[src/qsr_pkg.sv]
// Package for the quadratic root solver: payload types, status codes, widths.
package qsr_pkg;

  // Input word: signed Q16.16 coefficients.
  typedef struct packed {
    logic signed [31:0] coef_a;
    logic signed [31:0] coef_b;
    logic signed [31:0] coef_c;
  } qsr_in_t;

  // Result word: unsigned Q16.16 root and status.
  typedef struct packed {
    logic [31:0] root;
    logic [1:0]  status;
  } qsr_out_t;

  typedef enum logic [1:0] {
    ST_FOUND   = 2'd0,
    ST_COMPLEX = 2'd1,
    ST_NONEG   = 2'd2,
    ST_AZERO   = 2'd3
  } qsr_status_t;

  localparam int unsigned RadW  = 98;  // scaled discriminant width
  localparam int unsigned SqrtW = 49;  // root bits
  localparam int unsigned NumW  = 50;  // candidate magnitude width
  localparam int unsigned DenW  = 33;  // |2a| width
  localparam int unsigned QW    = NumW; // quotient width

  // Data carried alongside the datapath through every cell.
  typedef struct packed {
    logic              valid;
    logic              done;     // result already decided
    logic [1:0]        status;
    logic signed [33:0] nb_hi;   // -b; the candidate stage scales it by 2^16
    logic              den_neg;
    logic [DenW-1:0]   den_mag;
  } qsr_side_t;

endpackage

[src/qsr_sqrt_cell.sv]
// One restoring square-root cell: settles one result bit per stage.
module qsr_sqrt_cell import qsr_pkg::*; #(
  parameter int unsigned Bit = 0
) (
  input  logic                clk,
  input  logic                rst_n,
  input  qsr_side_t           side_i,
  input  logic [SqrtW-1:0]    q_i,
  input  logic [RadW-1:0]     rem_i,
  output qsr_side_t           side_o,
  output logic [SqrtW-1:0]    q_o,
  output logic [RadW-1:0]     rem_o
);

  // rem = rad - q^2; trial with bit set costs (2q + 2^Bit) * 2^Bit
  logic [RadW:0]    trial;
  logic             take;
  logic [SqrtW-1:0] q_nxt;
  logic [RadW-1:0]  rem_nxt;

  always_comb begin
    trial   = (({{(RadW+1-SqrtW){1'b0}}, q_i} << 1) +
               ({{RadW{1'b0}}, 1'b1} << Bit)) << Bit;
    take    = trial <= {1'b0, rem_i};
    q_nxt   = take ? (q_i | (SqrtW'(1) << Bit)) : q_i;
    rem_nxt = take ? RadW'({1'b0, rem_i} - trial) : rem_i;
  end

  qsr_side_t        side_r;
  logic [SqrtW-1:0] q_r;
  logic [RadW-1:0]  rem_r;

  always_ff @(posedge clk) begin
    if (!rst_n) begin
      side_r.valid <= 1'b0;
    end else begin
      side_r.valid <= side_i.valid;
    end
    side_r.done    <= side_i.done;
    side_r.status  <= side_i.status;
    side_r.nb_hi   <= side_i.nb_hi;
    side_r.den_neg <= side_i.den_neg;
    side_r.den_mag <= side_i.den_mag;
    q_r   <= q_nxt;
    rem_r <= rem_nxt;
  end

  assign side_o = side_r;
  assign q_o    = q_r;
  assign rem_o  = rem_r;

endmodule

[config.mk]
export PLATFORM = sky130hd
export DESIGN_NAME = qsr_sqrt_cell
export DESIGN_NICKNAME = d
export VERILOG_FILES = /design/src/qsr_pkg.sv /design/src/qsr_sqrt_cell.sv
export SDC_FILE = /design/constraint.sdc
export NUM_CORES = 1
export LEC_CHECK = 0
export ABC_AREA = 1
export BUFFER_PORTS_ARGS = -buffer_cell sky130_fd_sc_hd__buf_4
export CORE_UTILIZATION = 35
export CTS_CLUSTER_DIAMETER = 200
export CTS_CLUSTER_SIZE = 28
export DETAILED_ROUTE_END_ITERATION = 10
export GPL_ROUTABILITY_DRIVEN = 0
export SLEW_MARGIN = 40
export SYNTH_ARGS = -nofsm -noshare
export SYNTH_HDL_FRONTEND = slang
export SYNTH_SLANG_ARGS = --single-unit
[constraint.sdc]
create_clock -name clk -period 5.5 [get_ports clk]
set_input_delay 0.55 -clock clk [delete_from_list [all_inputs] [get_ports clk]]
set_output_delay 0.55 -clock clk [all_outputs]
set_load 0.02 [all_outputs]
Yosys cells after proc, flatten, opt, wreduce, memory -nomap -nowiden
Index checks and enable logic that the tools add are counted.
{ "word_totals": {"ff_bits": 219, "input_bits": 221, "output_inout_bits": 219, "wordCells": 13} }
{ "op_classes": {"addsub": 2, "n_lt_le_gt_ge": 1, "muxes": 1} }
{ "ops": {"columns": ["operator", "n"], "rows": [
  ["$le 51x98->1", 1],
  ["$mux 98", 1],
  ["$sub 98x51->98", 1],
  ["$add 50x1->51 const B", 1]
]} }

Longest topological paths before layout
{ "depth": {"depth_word": 3, "mapped_depth": 19, "depth_no_buf": 17} }

Worst setup path before layout
OpenSTA, ideal clock, no wires.
{ "synth_timing": {"kind": "input to register", "start": "input q_i[40]", "end": "register q_r[0], in the netlist q_o[0]", "setup_time_ns": 0.117, "arrival_ns": 2.233, "required_ns": 5.383, "slack_ns": 3.150, "path_stages": 16, "path_buffers": 2, "path_cell_list": "inv_1 ha_1 nand2_1 inv_1 nand2_1 nand2_1 a21oi_1 nor2_1 nor2_2 nand2_1 nor2_4 nand2_8 inv_4 buf_12 buf_6 nand2_1"} }
{ "synth_between": {"elab_chain_cells": 2} }
{ "synth_lines": {"columns": ["element", "line", "text"], "rows": [
  ["start: declaration", "qsr_sqrt_cell.sv:8", "input logic [SqrtW-1:0] q_i,"],
  ["$add 50x1->51", "qsr_sqrt_cell.sv:22", "trial = (({{(RadW+1-SqrtW){1'b0}}, q_i} << 1) +"],
  ["$le 51x98->1", "qsr_sqrt_cell.sv:24", "take = trial <= {1'b0, rem_i};"],
  ["end signal: assignment", "qsr_sqrt_cell.sv:44", "q_r <= q_nxt;"],
  ["end: declaration", "qsr_sqrt_cell.sv:30", "logic [SqrtW-1:0] q_r;"]
]} }
Every way passes these cells.
A chain may end at the register's enable or synchronous reset.

Worst setup path in the final report
{ "layout_timing": {"start": "input q_i[40]", "end": "register rem_r[36], in the netlist rem_o[36]"} }
{ "layout_between": {"elab_chain_cells": 3} }
{ "layout_lines": {"columns": ["element", "line", "text"], "rows": [
  ["$add 50x1->51", "qsr_sqrt_cell.sv:22", null],
  ["$le 51x98->1", "qsr_sqrt_cell.sv:24", null],
  ["$mux 98", "qsr_sqrt_cell.sv:26", "rem_nxt = take ? RadW'({1'b0, rem_i} - trial) : rem_i;"],
  ["net rem_nxt[36]", "qsr_sqrt_cell.sv:19", "logic [RadW-1:0] rem_nxt;"],
  ["end signal: assignment", "qsr_sqrt_cell.sv:45", "rem_r <= rem_nxt;"],
  ["end: declaration", "qsr_sqrt_cell.sv:31", "logic [RadW-1:0] rem_r;"]
]} }
The timed path passes the listed nets, and every way through them passes these cells.

==> flow_metrics.env <==
export IMPL_critical_path_required_ns=5.91
export IMPL_drive_above_1_share=0.222
export IMPL_antenna_found_initial=5
export IMPL_ios=440
export IMPL_finalCritPeriodShare=0.574
export IMPL_avgSynthCellArea_um2=6.18
export IMPL_postCtsSetupBuffers=0
export IMPL_ant_nets=0
export IMPL_rows=69
export IMPL_dr_pass1_iters=6
export IMPL_grt_util_met1=0.337
export IMPL_place_hpwl_um=46000
export IMPL_die_width_um=194
export IMPL_numCtsBuffers=11
export IMPL_drt_total_wl_um=53100
export IMPL_fp_coreArea_mm2=0.0358
export IMPL_die_area_mm2=0.0375
export IMPL_tightest_slew_ns=0.732
export IMPL_nets=2787
export IMPL_cts_num_sinks=219
export IMPL_area_growth_syn_to_layout_pct=31.5
export IMPL_cts_buffer_depth=3
export IMPL_p_per_area_mw_per_mm2=234
export IMPL_cp_start_kind="primary input"
export IMPL_cp_max_fo=64
export IMPL_worstPathArrival_ns=3.57
export IMPL_synthCells=2078
export IMPL_status="finished clean"
export IMPL_grt_max_degree=65
export IMPL_grt_overflow=0
export IMPL_endpoint_kind="register"
export IMPL_initial_core_util=0.358
export IMPL_rsz0062_at_grt="no"
export IMPL_yosysSeqAreaShare=0.341
export IMPL_yosys_warnings=0
export IMPL_path_clk_slew_ns=0.10
export IMPL_pre_cts_ws_ns=1.89
export IMPL_max_freq_mhz=317
export IMPL_cts_hold_buf=0
export IMPL_htree_levels=1
export IMPL_io_buffers=439
export IMPL_path_class="primary input to register"
export IMPL_cap_violations=0
export IMPL_route_vias_total=14300
export IMPL_gr_usage_met2=0.456
export IMPL_ctsResizeCount=0
export IMPL_fin_util=0.471
export IMPL_final_common_cell="nand2_1"
export IMPL_relSlewSlack=0.512
export IMPL_min_delay_path_class="primary input to register"
export IMPL_synth_area_mm2=0.0128
export IMPL_wl_per_cell_um=17.8
export IMPL_finalHoldViolCount=0
export IMPL_busiest_layer="met2"
export IMPL_syn_num_nets=2350
export IMPL_vias_per_cell=4.81
export IMPL_setup_tns_ns=0
export IMPL_synth_seq_cells=219
export IMPL_grt_pass1_wl_um=78700
export IMPL_root_buffer="clkbuf_16"
export IMPL_grt_usage=0.274
export IMPL_drc=0
export IMPL_worst_slack_ns=2.34
export IMPL_ir_worst_vdd_mv=0.188
export IMPL_tritoncts="yes"
export IMPL_grt_pass1_vias=13800
export IMPL_yosysUniqueCellTypes=34
export IMPL_die_y_um=194
export IMPL_post_route_min_period_ns=3.16
export IMPL_drtIter0Drc=1271
export IMPL_layout_common_cells="nand2_1 (755), buf_4 (439), inv_1 (419), dfxtp_1 (219), nor2_1 (198)"
export IMPL_drv_slew=0
export IMPL_setup_violations=0
export IMPL_grt_use_met3=0.0692
export IMPL_p_leak_nw=9.14
==> critical path, cell delays in order <==
cell and delay (ns):
buf_4 0.08, inv_1 0.03, ha_1 0.34, nand2_1 0.17, inv_1 0.06, nand2_1 0.07
nand2_1 0.07, a21oi_1 0.23, nor2_1 0.08, nor2_2 0.19, nand2_1 0.12, nor2_4 0.16
nand2_8 0.21, inv_4 0.60, buf_12 0.36, nand2_1 0.09, o21ai_1 0.09
==> power by group <==
| group | switching [mW] | total, mW | internal [mW] | leakage (nW) |
|---|---|---|---|---|
| clock | 0.510 | 0.876 | 0.365 | 0.136 |
| combinational | 0.797 | 1.30 | 0.502 | 7.16 |
| sequential | 0.0453 | 1.78 | 1.73 | 1.85 |
==> cell type report <==
type                    instances  area [um2]
diodes                          5        12.5
clock buffers                  11         275
clock inverters                 1        7.51
fillers                      3855       18900
inverters                     453        1700
multi-input cells            1390        6610
flip-flops and latches        219        4380
well taps                     461         577
repair buffers                440        3320
==> per-layer routing <==
metal	vias up	wire, um
li1	7100	-
met1	6365	21200
met2	738	24000
met3	119	5810
met4	0	2100
met5	-	0
==> path summary, 6_finish.rpt <==
check	from	to	slack, ns	depth (start not counted)
worst max-delay path	q_i[40]	rem_o[36]	2.34	17
worst min-delay path	side_i[32]	side_o[32]	0.15	1
==> sequential cells by signal (all words and copies together) (netlist names) <==
register,cells
q_o,49
rem_o,98
side_o,72
==> cell families after synthesis <==
logic type	count (synthesis)	share of synthesized area
compound gates	126	0.0597
xor+xnor	41	0.0280
simple gates	1172	0.377
flops	219	0.341
fa+ha+maj	51	0.0503
buf+inv	469	0.144
==> metrics by stage <==
stage	instance area (um2)	total power, mW	std cells	hold WS (ns)
after floorplan	12800	2.50	2078	0.578
after CTS	16900	3.99	2975	0.140
after detailed placement	16600	3.11	2963	0.656
after global placement	16600	3.10	2963	0.654
final	16900	3.95	2980	0.151
after global routing	16900	4.15	2980	0.140
==> synth_stat cells, drive strengths merged <==
cell type / n / share of area
a21boi: 5 / 0.0029
a21oi: 56 / 0.029
and2: 1 / 0.00049
buf: 15 / 0.011
clkbuf: 1 / 0.00039
dfxtp: 219 / 0.34
fa: 1 / 0.0016
ha: 50 / 0.049
inv: 453 / 0.13
nand2: 772 / 0.23
nand3: 90 / 0.035
nand3b: 10 / 0.0058
nand4: 47 / 0.023
nor2: 219 / 0.069
nor3: 30 / 0.012
nor3b: 1 / 0.00058
nor4: 1 / 0.00049
o21ai: 65 / 0.028
or2: 1 / 0.00049
xnor2: 39 / 0.027
xor2: 2 / 0.0014
Power figures use the tool's default switching activity.
