### src/qsr_pkg.sv
// Package for the quadratic root solver: payload types, status codes, widths.
package qsr_pkg;

  // Input word: signed Q16.16 coefficients.
  typedef struct packed {
    logic signed [31:0] coef_a;
    logic signed [31:0] coef_b;
    logic signed [31:0] coef_c;
  } qsr_in_t;

  // Result word: unsigned Q16.16 root and status.
  typedef struct packed {
    logic [31:0] root;
    logic [1:0]  status;
  } qsr_out_t;

  typedef enum logic [1:0] {
    ST_FOUND   = 2'd0,
    ST_COMPLEX = 2'd1,
    ST_NONEG   = 2'd2,
    ST_AZERO   = 2'd3
  } qsr_status_t;

  localparam int unsigned RadW  = 98;  // scaled discriminant width
  localparam int unsigned SqrtW = 49;  // root bits
  localparam int unsigned NumW  = 50;  // candidate magnitude width
  localparam int unsigned DenW  = 33;  // |2a| width
  localparam int unsigned QW    = NumW; // quotient width

  // Data carried alongside the datapath through every cell.
  typedef struct packed {
    logic              valid;
    logic              done;     // result already decided
    logic [1:0]        status;
    logic signed [33:0] nb_hi;   // -b; the candidate stage scales it by 2^16
    logic              den_neg;
    logic [DenW-1:0]   den_mag;
  } qsr_side_t;

endpackage

### src/qsr_div_cell.sv
// One restoring divider cell: two quotients, one bit each per stage.
module qsr_div_cell import qsr_pkg::*; #(
  parameter int unsigned Bit = 0
) (
  input  logic            clk,
  input  logic            rst_n,
  input  qsr_side_t       side_i,
  input  logic [1:0]      ok_i,
  input  logic [NumW-1:0] rem0_i,
  input  logic [NumW-1:0] rem1_i,
  input  logic [QW-1:0]   q0_i,
  input  logic [QW-1:0]   q1_i,
  output qsr_side_t       side_o,
  output logic [1:0]      ok_o,
  output logic [NumW-1:0] rem0_o,
  output logic [NumW-1:0] rem1_o,
  output logic [QW-1:0]   q0_o,
  output logic [QW-1:0]   q1_o
);

  // shifted divisor compared against the partial remainder
  logic [NumW+DenW-1:0] dsh;
  logic                 t0, t1;

  always_comb begin
    dsh = {{NumW{1'b0}}, side_i.den_mag} << Bit;
    t0  = dsh <= {{DenW{1'b0}}, rem0_i};
    t1  = dsh <= {{DenW{1'b0}}, rem1_i};
  end

  qsr_side_t       side_r;
  logic [1:0]      ok_r;
  logic [NumW-1:0] rem0_r, rem1_r;
  logic [QW-1:0]   q0_r, q1_r;

  always_ff @(posedge clk) begin
    if (!rst_n) begin
      side_r.valid <= 1'b0;
    end else begin
      side_r.valid <= side_i.valid;
    end
    side_r.done    <= side_i.done;
    side_r.status  <= side_i.status;
    side_r.nb_hi   <= side_i.nb_hi;
    side_r.den_neg <= side_i.den_neg;
    side_r.den_mag <= side_i.den_mag;
    ok_r   <= ok_i;
    rem0_r <= t0 ? NumW'({{DenW{1'b0}}, rem0_i} - dsh) : rem0_i;
    rem1_r <= t1 ? NumW'({{DenW{1'b0}}, rem1_i} - dsh) : rem1_i;
    q0_r   <= t0 ? (q0_i | (QW'(1) << Bit)) : q0_i;
    q1_r   <= t1 ? (q1_i | (QW'(1) << Bit)) : q1_i;
  end

  assign side_o = side_r;
  assign ok_o   = ok_r;
  assign rem0_o = rem0_r;
  assign rem1_o = rem1_r;
  assign q0_o   = q0_r;
  assign q1_o   = q1_r;

endmodule

### config.mk
export PLATFORM = sky130hd
export DESIGN_NAME = qsr_div_cell
export DESIGN_NICKNAME = d
export VERILOG_FILES = /design/src/qsr_pkg.sv /design/src/qsr_div_cell.sv
export SDC_FILE = /design/constraint.sdc
export NUM_CORES = 1
export LEC_CHECK = 0
export ABC_AREA = 1
export BUFFER_PORTS_ARGS = -buffer_cell sky130_fd_sc_hd__buf_4
export CAP_MARGIN = 20
export CORE_AREA = 3 3 214 216
export CTS_CLUSTER_SIZE = 28
export DETAILED_ROUTE_END_ITERATION = 10
export DIE_AREA = 0 0 217 219
export GPL_TIMING_DRIVEN = 0
export PLACE_DENSITY = 0.54
export SLEW_MARGIN = 20
export SYNTH_ARGS = -nofsm -noshare
export SYNTH_HDL_FRONTEND = slang
export SYNTH_SLANG_ARGS = --single-unit
### constraint.sdc
create_clock -name clk -period 2.15 [get_ports clk]
set_input_delay 0.1075 -clock clk [delete_from_list [all_inputs] [get_ports clk]]
set_output_delay 0.1075 -clock clk [all_outputs]
set_load 0.05 [all_outputs]
After elaboration in Yosys (flattened, before gate mapping)
Cells that the tools add are included.

Register bits: 274. Latch bits: 0. Memory bits (writable): 0. ROM bits: 0. Bits of input ports: 276. Output and inout bits: 274. Logic and storage cells: 19. Memories: 0.

$add $sub $neg: 2. Multiply operators: 0. Divide/modulo/power cells: 0. Magnitude comparators: 2. Eq/ne operators: 0. Shift operators: 0. Mux-type cells: 2. Bitwise operators: 0. Reductions and logical operators: 0.

Operators with widths (number): <= comparator 33 x 50 -> 1 bit (2); two-way mux 50 bit (2); subtractor 50 x 33 -> 50 bit (2).

Logic depth before layout (Yosys ltp)
Gate-level depths: netlist of the first run.

Depth in word-level cells: 2. Depth in mapped cells: 16.

Worst setup path after synthesis of the first run
No wires, ideal clock.

Path kind: in2reg. From: input port side_i[25] (netlist name). To: register rem0_r[24] (netlist: rem0_o[24]). Setup time: 0.112 ns. Arrival time: 1.667 ns. Slack: 0.371 ns. Stages on the path: 15. Path buffers: 2. Cell sequence: inv_1 ha_1 nand2_2 inv_1 nand2_1 nand2_1 o21bai_2 nand2_1 nand2_2 nor2_2 nand2_4 buf_8 buf_12 nand2_2 nand2_1.

Word-level cells in the longest chain between the ends: 2.

Ends and longest elaborated chain: start: declaration (line qsr_div_cell.sv:7) `input qsr_side_t side_i,`; <= comparator 33 x 50 -> 1 bit (line qsr_div_cell.sv:27) `t0 = dsh <= {{DenW{1'b0}}, rem0_i};`; two-way mux 50 bit (line qsr_div_cell.sv:48) `rem0_r <= t0 ? NumW'({{DenW{1'b0}}, rem0_i} - dsh) : rem0_i;`; end signal: assignment (line qsr_div_cell.sv:48); end: declaration (line qsr_div_cell.sv:33) `logic [NumW-1:0] rem0_r, rem1_r;`.

No other way between the ends. A chain may end at the register's enable or synchronous reset.

Final worst setup path of the first run
From: input port rem1_i[32]. To: register rem1_r[23] (netlist: rem1_o[23]).

Word-level cells in the longest chain between the ends: 2.

Ends and longest elaborated chain: start: declaration (line qsr_div_cell.sv:10) `input logic [NumW-1:0] rem1_i,`; <= comparator 33 x 50 -> 1 bit (line qsr_div_cell.sv:28) `t1 = dsh <= {{DenW{1'b0}}, rem1_i};`; two-way mux 50 bit (line qsr_div_cell.sv:49) `rem1_r <= t1 ? NumW'({{DenW{1'b0}}, rem1_i} - dsh) : rem1_i;`; end signal: assignment (line qsr_div_cell.sv:49); end: declaration (line qsr_div_cell.sv:33).

No other way between the ends.

==> results_dict.tcl, run 1 <==
set metrics [dict create \
    synth_cell_types 36 \
    p_leak_nw 12.49 \
    area_delta_synth_final_pct 59.75 \
    h-tree-depth 1 \
    cts_sinks 274 \
    fin_crit_sh_pct 94.85 \
    crit_start "rem1_i[32]" \
    layout.cells.non_filler 3687 \
    p_per_area_nw_per_um2 708.6 \
    drive_above_1_share_pct 23.85 \
    cp_max_fo 10 \
    hp-start "rem1_i[1]" \
    final_common_cell "nand2_1" \
    root_buffer "clkbuf_16" \
    critPathLaunchType "input pin" \
    die_w_um 217 \
    drc_errors 0 \
    crit_arrival_ps 2550 \
    drtIter0Drc 862 \
    synth-seq-cells 274 \
    fmax_ghz 0.4904 \
    fin_crit_ps 2039 \
    antenna_violating_nets_post_route 0 \
    gp_congestion 0.9448 \
    fin_area_um2 23200 \
    cts_setup_buffers 0 \
    final_nets 3416 \
    slew_headroom_pct 70.36 \
    outcome "complete, but fails checks" \
    numPlacedInstances 3358 \
    vdd_drop_max_mv 0.6159 \
    yosysWarningCount 0 \
    synth_nets 2561 \
    viasPerCell 4.467 \
    tightestPinTransition_ps 441.3 \
    seqCellArea_um2 5485 \
    wl_per_cell_um 18.11 \
    overflow 0 \
    die_h_um 219 \
    cts_buffers 29 \
    setup_violations 0 \
    grt_max_degree 16 \
    std_cell_rows 77 \
    violations "hold timing" \
    initial_core_util_pct 32.91 \
    vias 16470 \
    io_pins 550 \
    synth_cells 2217 \
    netlist_area_um2 14520 \
    coreArea_um2 44120 \
    cts_tree "done" \
    endpoint_kind "flip-flop" \
    track_usage_pct 26.94 \
    synth_edf_count 0 \
    finalHoldViolCount 1 \
    avgSynthCellArea_um2 6.549 \
    whs_ps -246.3 \
    clk_pin_slew_ps 60 \
    critical_path_required_ps 2660 \
    port_buffers 549 \
    clockBufferDepth 3 \
    first_pass_iters 5 \
    fill_cells 4322 \
    async_flop_share_pct 0 \
    grt_pass1_wl_um 97370 \
    placed_area_um2 19380 \
    drv_cap 0 \
    multiInputGateArea_um2 7251 \
    final_cell_mix "nand2_1 (859), buf_4 (551), inv_1 (428)" \
    p_total_mw 16.44 \
    first_global_vias 16359 \
    holdPathStages 3 \
    slew_violations 0 \
    grt_antenna_before_repair 3 \
    routed_wl_um 66750 \
    place_hpwl_um 53910 \
    ys_seq_area_share_pct 37.78 \
    hp-class "in2reg" \
    ys.flop_type "dfxtp_1" \
    crit_type "in2reg" \
    dieArea_um2 47520 \
]
where the power goes:
part,switching [mW],internal (mW)
logic,3.72,1.94
registers,0.153,5.56
clock network,2.13,2.93
total,6.00,10.4
critical path: stages:
cell	delay, ps
dlygate4sd3_1	550
buf_4	140
ha_1	340
nand2_2	130
inv_1	70
nand2_2	100
nor2_1	60
and2_1	170
nand2_1	60
nand2_1	60
nor2_2	120
nand2_4	80
inv_4	160
buf_4	240
nand2_1	70
nand2_1	90
area by class of cell:
cell class	count	area share, %
multi-input cells	1483	31.26
repair buffers	824	29.63
flip-flops and latches	274	23.65
inverters	442	7.174
clock buffers	40	3.565
well taps	592	3.193
plain buffers	18	0.9062
clock inverters	13	0.6095
diodes	1	0.01079
synth_stat cells (4+ instances only):
library cell	count	area share, %
nand2_1	859	22
inv_1	429	11
dfxtp_1	274	38
nor2_1	172	4.4
nand3_1	104	3.6
a21oi_1	70	2.4
ha_1	66	5.7
nand2_2	49	2.1
xor2_1	40	2.4
nand4_1	34	1.5
nand3_2	20	1.4
nor2_2	17	0.73
inv_2	10	0.26
buf_2	8	0.28
o21ai_0	8	0.28
nor3_1	7	0.24
nor2_4	6	0.47
nand3b_1	5	0.26
and2_1	4	0.17
buf_12	4	0.55
nor3_2	4	0.28
sequential cells by signal, summed over array words and instances (netlist names):
signal / count
rem0_o: 50
q0_o: 50
side_o: 72
q1_o: 50
rem1_o: 50
ok_o: 2
through the flow:
stage | hold WS [ps] | setup TNS, ps | util [%] | setup WS, ps
after floorplan | 135.2 | 0 | - | 370.8
after global placement | 212.2 | -30580 | 43.93 | -463.4
after detailed placement | 213.0 | -28330 | 43.93 | -422.8
after CTS | -311.1 | 0 | 52.29 | 0.7558
after global routing | -261.6 | -1.241 | 52.57 | -1.241
final | -246.3 | 0 | 52.57 | 110.7
worst paths after layout:
check | endpoint | slack (ps)
max | rem1_o[23] | 110
min | rem1_o[1] | -250
per-layer routing:
metal	vias to the layer above	share of wire, %	global-route usage [%]
met5	-	0	0
met4	0	4.0	10.00
met3	118	5.9	4.569
met2	521	49	48.83
met1	7481	41	31.88
li1	8350	-	-
kinds of logic after synthesis:
family,count (synthesis),synth area share [%]
compound gates,84,3.050
xor+xnor,40,2.413
fa+ha+maj,68,5.963
buf+inv,460,12.75
flops,274,37.78
simple gates,1291,38.04
what timing repair did:
action | in CTS | in global routing
hold buffers | 272 | 3
endpoints found under the hold margin | 274 | 4
gates resized for setup | 0 | 21
setup endpoints to repair | 0 | 56
No activity file was read; power rests on OpenSTA's default activity.
==> inputs of run 2 (changes only) <==
--- a/config.mk
+++ b/config.mk
@@ -5,15 +5,15 @@
 export SDC_FILE = /design/constraint.sdc
 export NUM_CORES = 1
 export LEC_CHECK = 0
-export ABC_AREA = 1
+export ABC_AREA = 0
 export BUFFER_PORTS_ARGS = -buffer_cell sky130_fd_sc_hd__buf_4
 export CAP_MARGIN = 20
-export CORE_AREA = 3 3 214 216
+export CORE_AREA = 3 3 212 214
 export CTS_CLUSTER_SIZE = 28
 export DETAILED_ROUTE_END_ITERATION = 10
-export DIE_AREA = 0 0 217 219
+export DIE_AREA = 0 0 215 217
 export GPL_TIMING_DRIVEN = 0
-export PLACE_DENSITY = 0.54
+export PLACE_DENSITY = 0.46
 export SLEW_MARGIN = 20
 export SYNTH_ARGS = -nofsm -noshare
 export SYNTH_HDL_FRONTEND = slang
==> constraint.sdc (replaced) <==
create_clock -name clk -period 2.22 [get_ports clk]
set_input_delay 0.111 -clock clk [delete_from_list [all_inputs] [get_ports clk]]
set_output_delay 0.111 -clock clk [all_outputs]
set_load 0.05 [all_outputs]
==> results_dict.tcl, run 2 <==
set metrics [dict create \
    final_nets 2429 \
    critPathLaunchType "input pin" \
    drtIter0Drc 441 \
    synth.most_common_cell "dfxtp_1" \
    cts_sinks 274 \
    synth_cells 1145 \
    crit_type "in2reg" \
    clk_pin_slew_ps 60 \
    gp_congestion 0.8657 \
    vdd_drop_max_mv 0.5837 \
    utilization_pct 51.73 \
    cts_tree "done" \
    routed_wl_um 54490 \
    std_cell_rows 76 \
    violations "hold timing, setup timing" \
    die_w_um 215 \
    grt_pass1_wl_um 80370 \
    avgSynthCellArea_um2 9.605 \
    place_ws_ps -1271 \
    largest_reg_flops 72 \
    crit_top_cell "buf_6" \
    finalHoldViolCount 6 \
    yosysWarningCount 0 \
    overflow 0 \
    drc_errors 0 \
    p_per_area_nw_per_um2 739.5 \
    vias 12281 \
    grt_antenna_before_repair 3 \
    finalSetupTns_ps -7014 \
    fmax_ghz 0.4120 \
    rsz0062_at_grt "true" \
    cp_max_fo 6 \
    fin_crit_ps 2427 \
    fin_crit_sh_pct 109.3 \
    fin_area_um2 22280 \
    antenna_violating_nets_post_route 0 \
    synth_cell_types 70 \
    critical_path_required_ps 2690 \
    ys.flop_type "dfxtp_1" \
    yosys-top-cells-area "dfxtp_1 (50%), ha_1 (7.5%), nand2_1 (4.3%), o21ai_0 (4.2%), xor2_1 (3.7%)" \
    clockBufferDepth 3 \
    grt_max_degree 17 \
    viasPerCell 4.559 \
    first_pass_iters 5 \
    first_global_vias 12818 \
    root_buffer "clkbuf_16" \
    critPathTopFamily "compound AO/OA/AOI/OAI gates" \
    placed_area_um2 16330 \
    p_leak_nw 9.919 \
    synth_top_area_share_pct 49.87 \
    netlist_area_um2 11000 \
    endpoint_kind "flip-flop" \
    hp-class "in2reg" \
    slew_violations 0 \
    crit_arrival_ps 2900 \
    tightestPinTransition_ps 1120 \
    synth_area_leader_cell "dfxtp_1" \
    final_cell_mix "buf_4 (588), dlygate4sd3_1 (284), dfxtp_1 (274)" \
    track_usage_pct 22.13 \
    dieArea_um2 46660 \
    fill_cells 3905 \
    whs_ps -324.7 \
    synth_nets 1489 \
    synth-seq-cells 274 \
    port_buffers 549 \
    slowest_delay_ps 380 \
    synth_edf_count 0 \
    slew_headroom_pct 25.12 \
    drive_above_1_share_pct 43.69 \
    outcome "complete, but fails checks" \
    async_flop_share_pct 0 \
    place_hpwl_um 41240 \
    io_pins 550 \
    fin_ws_ps -207.1 \
    synth_common_cells "dfxtp_1 (274), nand2_1 (126), o21ai_0 (93)" \
    critical_path_buf_inv_count 6 \
    cp_slowest_cell "fa_2" \
    wl_per_cell_um 20.23 \
    coreArea_um2 43080 \
    final_common_cell "buf_4" \
    h-tree-depth 1 \
    cts_buffers 31 \
    ys_seq_area_share_pct 49.87 \
    cp_cell_sequence "buf_8 -> inv_12 -> ha_4 -> inv_2 -> fa_2 -> a21o_1 -> a221oi_4 -> o31ai_4 -> o2111a_2 -> o211a_4 -> nor3b_4 -> buf_6 -> buf_12 -> buf_6 -> mux2_4" \
    drv_cap 0 \
    area_delta_synth_final_pct 102.6 \
    initial_core_util_pct 25.53 \
    die_h_um 217 \
    setup_violations 90 \
]
[run 2: cell types whose count changed in the layout (fill, tap and decap cells not counted), moves of 21 or more]
cell	previous run	this run
nand2_1	859	84
o21ai_2	0	34
nor2_1	172	49
nand2_2	49	28
a21o_1	2	30
inv_1	428	34
o21ai_1	0	24
buf_6	2	23
buf_4	551	588
nand3_1	103	23
o21ai_0	8	31
xnor2_1	0	40
[run 2: final timing paths]
path,from,end,slack [ps],depth (start not counted)
setup / recovery,rem0_i[0],rem0_o[1],-210,15
hold / removal,side_i[0],side_o[0],-320,1
[run 2: final cells by class]
| type | instances | area (µm²) | area share (%) |
|---|---|---|---|
| antenna | 1 | 2.502 | 0.01123 |
| buffer | 38 | 444.2 | 1.993 |
| clock buffer | 41 | 853.3 | 3.830 |
| clock inverter | 15 | 232.7 | 1.044 |
| inverter | 49 | 231.5 | 1.039 |
| multi-input combinational | 780 | 6426 | 28.84 |
| sequential | 274 | 5485 | 24.62 |
| tap | 585 | 732.0 | 3.285 |
| timing repair buffer | 911 | 7874 | 35.34 |
[run 2: power breakdown]
part	internal, mW	switching (mW)
Combinational	2.10	3.36
Clock	3.30	2.17
Sequential	5.41	0.142
[run 2: cells by family (layout without fill, tap and decap cells)]
logic type                 count (synthesis)  in the layout  synth area share, %
xor gates and xnor gates                  90             90                7.236
and+or+nand+nor                          332            332                14.79
AOI/OAI and AO/OA                        285            285                16.48
muxes                                      5              5               0.4892
other                                      0              1                    0
DFF                                      274            274                49.87
adders and majority gates                 68             68                7.873
buffers and inverters                     91           1054                3.254
[run 2: timing repair]
| item | in CTS | in global routing |
|---|---|---|
| pin swaps | 84 | 33 |
| hold buffers | 270 | 14 |
| buffers inserted | 57 | 16 |
| cloned | 4 | 2 |
| endpoints found under the hold margin | 274 | 16 |
| setup endpoints to repair | 100 | 100 |
| gates resized for setup | 209 | 120 |
[run 2: per-layer routing]
metal	routed length (µm)	vias to the layer above	global-route usage (%)
met1	22060	5870	25.99
met4	1753	2	5.970
met5	10	-	0
met2	27730	390	41.13
li1	-	5929	-
met3	2935	90	4.259
[run 2: metrics by stage]
stage	instances	power, mW
final	2694	16.48
after global routing	2693	17.14
after CTS	2663	16.51
after detailed placement	2279	10.30
after global placement	2279	10.29
after floorplan	1145	8.553
==> inputs of run 3 (changes only) <==
--- a/config.mk
+++ b/config.mk
@@ -6,7 +6,7 @@
 export NUM_CORES = 1
 export LEC_CHECK = 0
 export ABC_AREA = 0
-export BUFFER_PORTS_ARGS = -buffer_cell sky130_fd_sc_hd__buf_4
+export BUFFER_PORTS_ARGS = -buffer_cell sky130_fd_sc_hd__buf_2
 export CAP_MARGIN = 20
 export CORE_AREA = 3 3 212 214
 export CTS_CLUSTER_SIZE = 28
@@ -14,6 +14,7 @@
 export DIE_AREA = 0 0 215 217
 export GPL_TIMING_DRIVEN = 0
 export PLACE_DENSITY = 0.46
+export SKIP_CTS_REPAIR_TIMING = 1
 export SLEW_MARGIN = 20
 export SYNTH_ARGS = -nofsm -noshare
 export SYNTH_HDL_FRONTEND = slang
==> results_dict.tcl, run 3 (synthesis gave the netlist of run 2 again) <==
set metrics [dict create \
    outcome "complete, but fails checks" \
    violations "hold timing, setup timing" \
    clk_pin_slew_ps 60 \
    routed_wl_um 51610 \
    std_cell_rows 76 \
    drv_cap 0 \
    coreArea_um2 43080 \
    wl_per_cell_um 19.38 \
    finalHoldViolCount 9 \
    grt_pass1_wl_um 68390 \
    endpoint_kind "flip-flop" \
    p_leak_nw 8.943 \
    setup_violations 94 \
    die_h_um 217 \
    vias 12041 \
    initial_core_util_pct 25.53 \
    fin_area_um2 19910 \
    largest_reg_flops 72 \
    fin_crit_sh_pct 117.6 \
    drc_errors 0 \
    drtIter0Drc 464 \
    utilization_pct 46.22 \
    antenna_violating_nets_post_route 0 \
    vdd_drop_max_mv 0.6248 \
    final_common_cell "buf_2" \
    fin_ws_ps -391.7 \
    slew_headroom_pct 28.99 \
    rsz0062_at_grt "true" \
    slowest_delay_ps 510 \
    first_pass_iters 5 \
    dieArea_um2 46660 \
    p_per_area_nw_per_um2 800.0 \
    crit_type "in2reg" \
    first_global_vias 10945 \
    cts_buffers 31 \
    clockBufferDepth 3 \
    gp_congestion 0.8978 \
    fin_crit_ps 2612 \
    critical_path_required_ps 2690 \
    cts_tree "done" \
    critPathLaunchType "input pin" \
    crit_arrival_ps 3080 \
    cts_sinks 274 \
    final_cell_mix "buf_2 (544), dlygate4sd3_1 (277), dfxtp_1 (274)" \
    drive_above_1_share_pct 39.20 \
    crit_top_cell "buf_6" \
    grt_antenna_before_repair 11 \
    io_pins 550 \
    fmax_ghz 0.3829 \
    port_buffers 549 \
    cp_cell_sequence "buf_2 -> inv_1 -> ha_1 -> clkbuf_1 -> a21oi_1 -> o21ai_0 -> or2_2 -> o211a_4 -> nor3b_4 -> buf_6 -> buf_6 -> a211o_4 -> or4_4 -> xnor2_2" \
    viasPerCell 4.522 \
    die_w_um 215 \
    slew_violations 0 \
    final_nets 2394 \
    cp_max_fo 7 \
    h-tree-depth 1 \
    track_usage_pct 19.09 \
    root_buffer "clkbuf_16" \
    tightestPinTransition_ps 1062 \
    hp-class "in2reg" \
    whs_ps -358.1 \
    place_hpwl_um 39850 \
    placed_area_um2 14960 \
    cp_slowest_cell "or4_4" \
    overflow 0 \
    grt_max_degree 17 \
    area_delta_synth_final_pct 81.01 \
]
run 3: cell types whose count changed in the layout (fill, tap and decap cells not counted), moves of 8 or more:
cell	delta
nand2_4	-14
o21ai_2	-27
nand2_2	-20
nand2_1	+34
clkbuf_2	+8
buf_4	-548
buf_2	+543
o21ai_0	+29
run 3: critical path, delay by kind of cell:
kind	cells	cell delay [ps]
adders and majority gates	1	280
xor gates and xnor gates	1	160
AOI/OAI and AO/OA	4	1030
buffers and inverters	5	730
and+or+nand+nor	3	770
run 3: layout make-up:
| cell class | instances | area [µm²] |
|---|---|---|
| antenna | 4 | 10.01 |
| buffer | 36 | 330.3 |
| clock buffer | 38 | 822.0 |
| clock inverter | 19 | 291.5 |
| fill | 4134 | 23170 |
| inverter | 49 | 225.2 |
| multi-input combinational | 780 | 5929 |
| sequential | 274 | 5485 |
| tap | 585 | 732.0 |
| timing repair buffer | 878 | 6082 |
run 3: final timing paths:
kind / depth (start not counted) / from / slack (ps) / end
max: 14 / side_i[15] / -390 / rem0_o[45]
min: 1 / side_i[12] / -360 / side_o[12]
run 3: layer usage:
layer	track usage (%)	routed length, µm
met5	0	63
met4	6.918	1638
met3	4.719	3066
met2	34.11	26060
met1	22.19	20780
run 3: where the power goes:
group / switching (mW) / leakage, nW / internal (mW) / total, mW
logic: 3.25 / 6.10 / 1.58 / 4.83
registers: 0.118 / 2.31 / 5.40 / 5.52
clock network: 2.21 / 0.528 / 3.37 / 5.58
run 3: through the flow:
stage	setup slack, ps	std cells	TNS, ps	power (mW)
2_1_floorplan	-485.5	1145	-28430	8.553
3_3_place_gp	-1319	2279	-96780	9.834
3_5_place_dp	-1371	2279	-98430	9.837
4_1_cts	-735.4	2336	-36070	15.47
5_1_grt	-417.7	2660	-25320	16.57
6_report	-391.7	2663	-14460	15.93
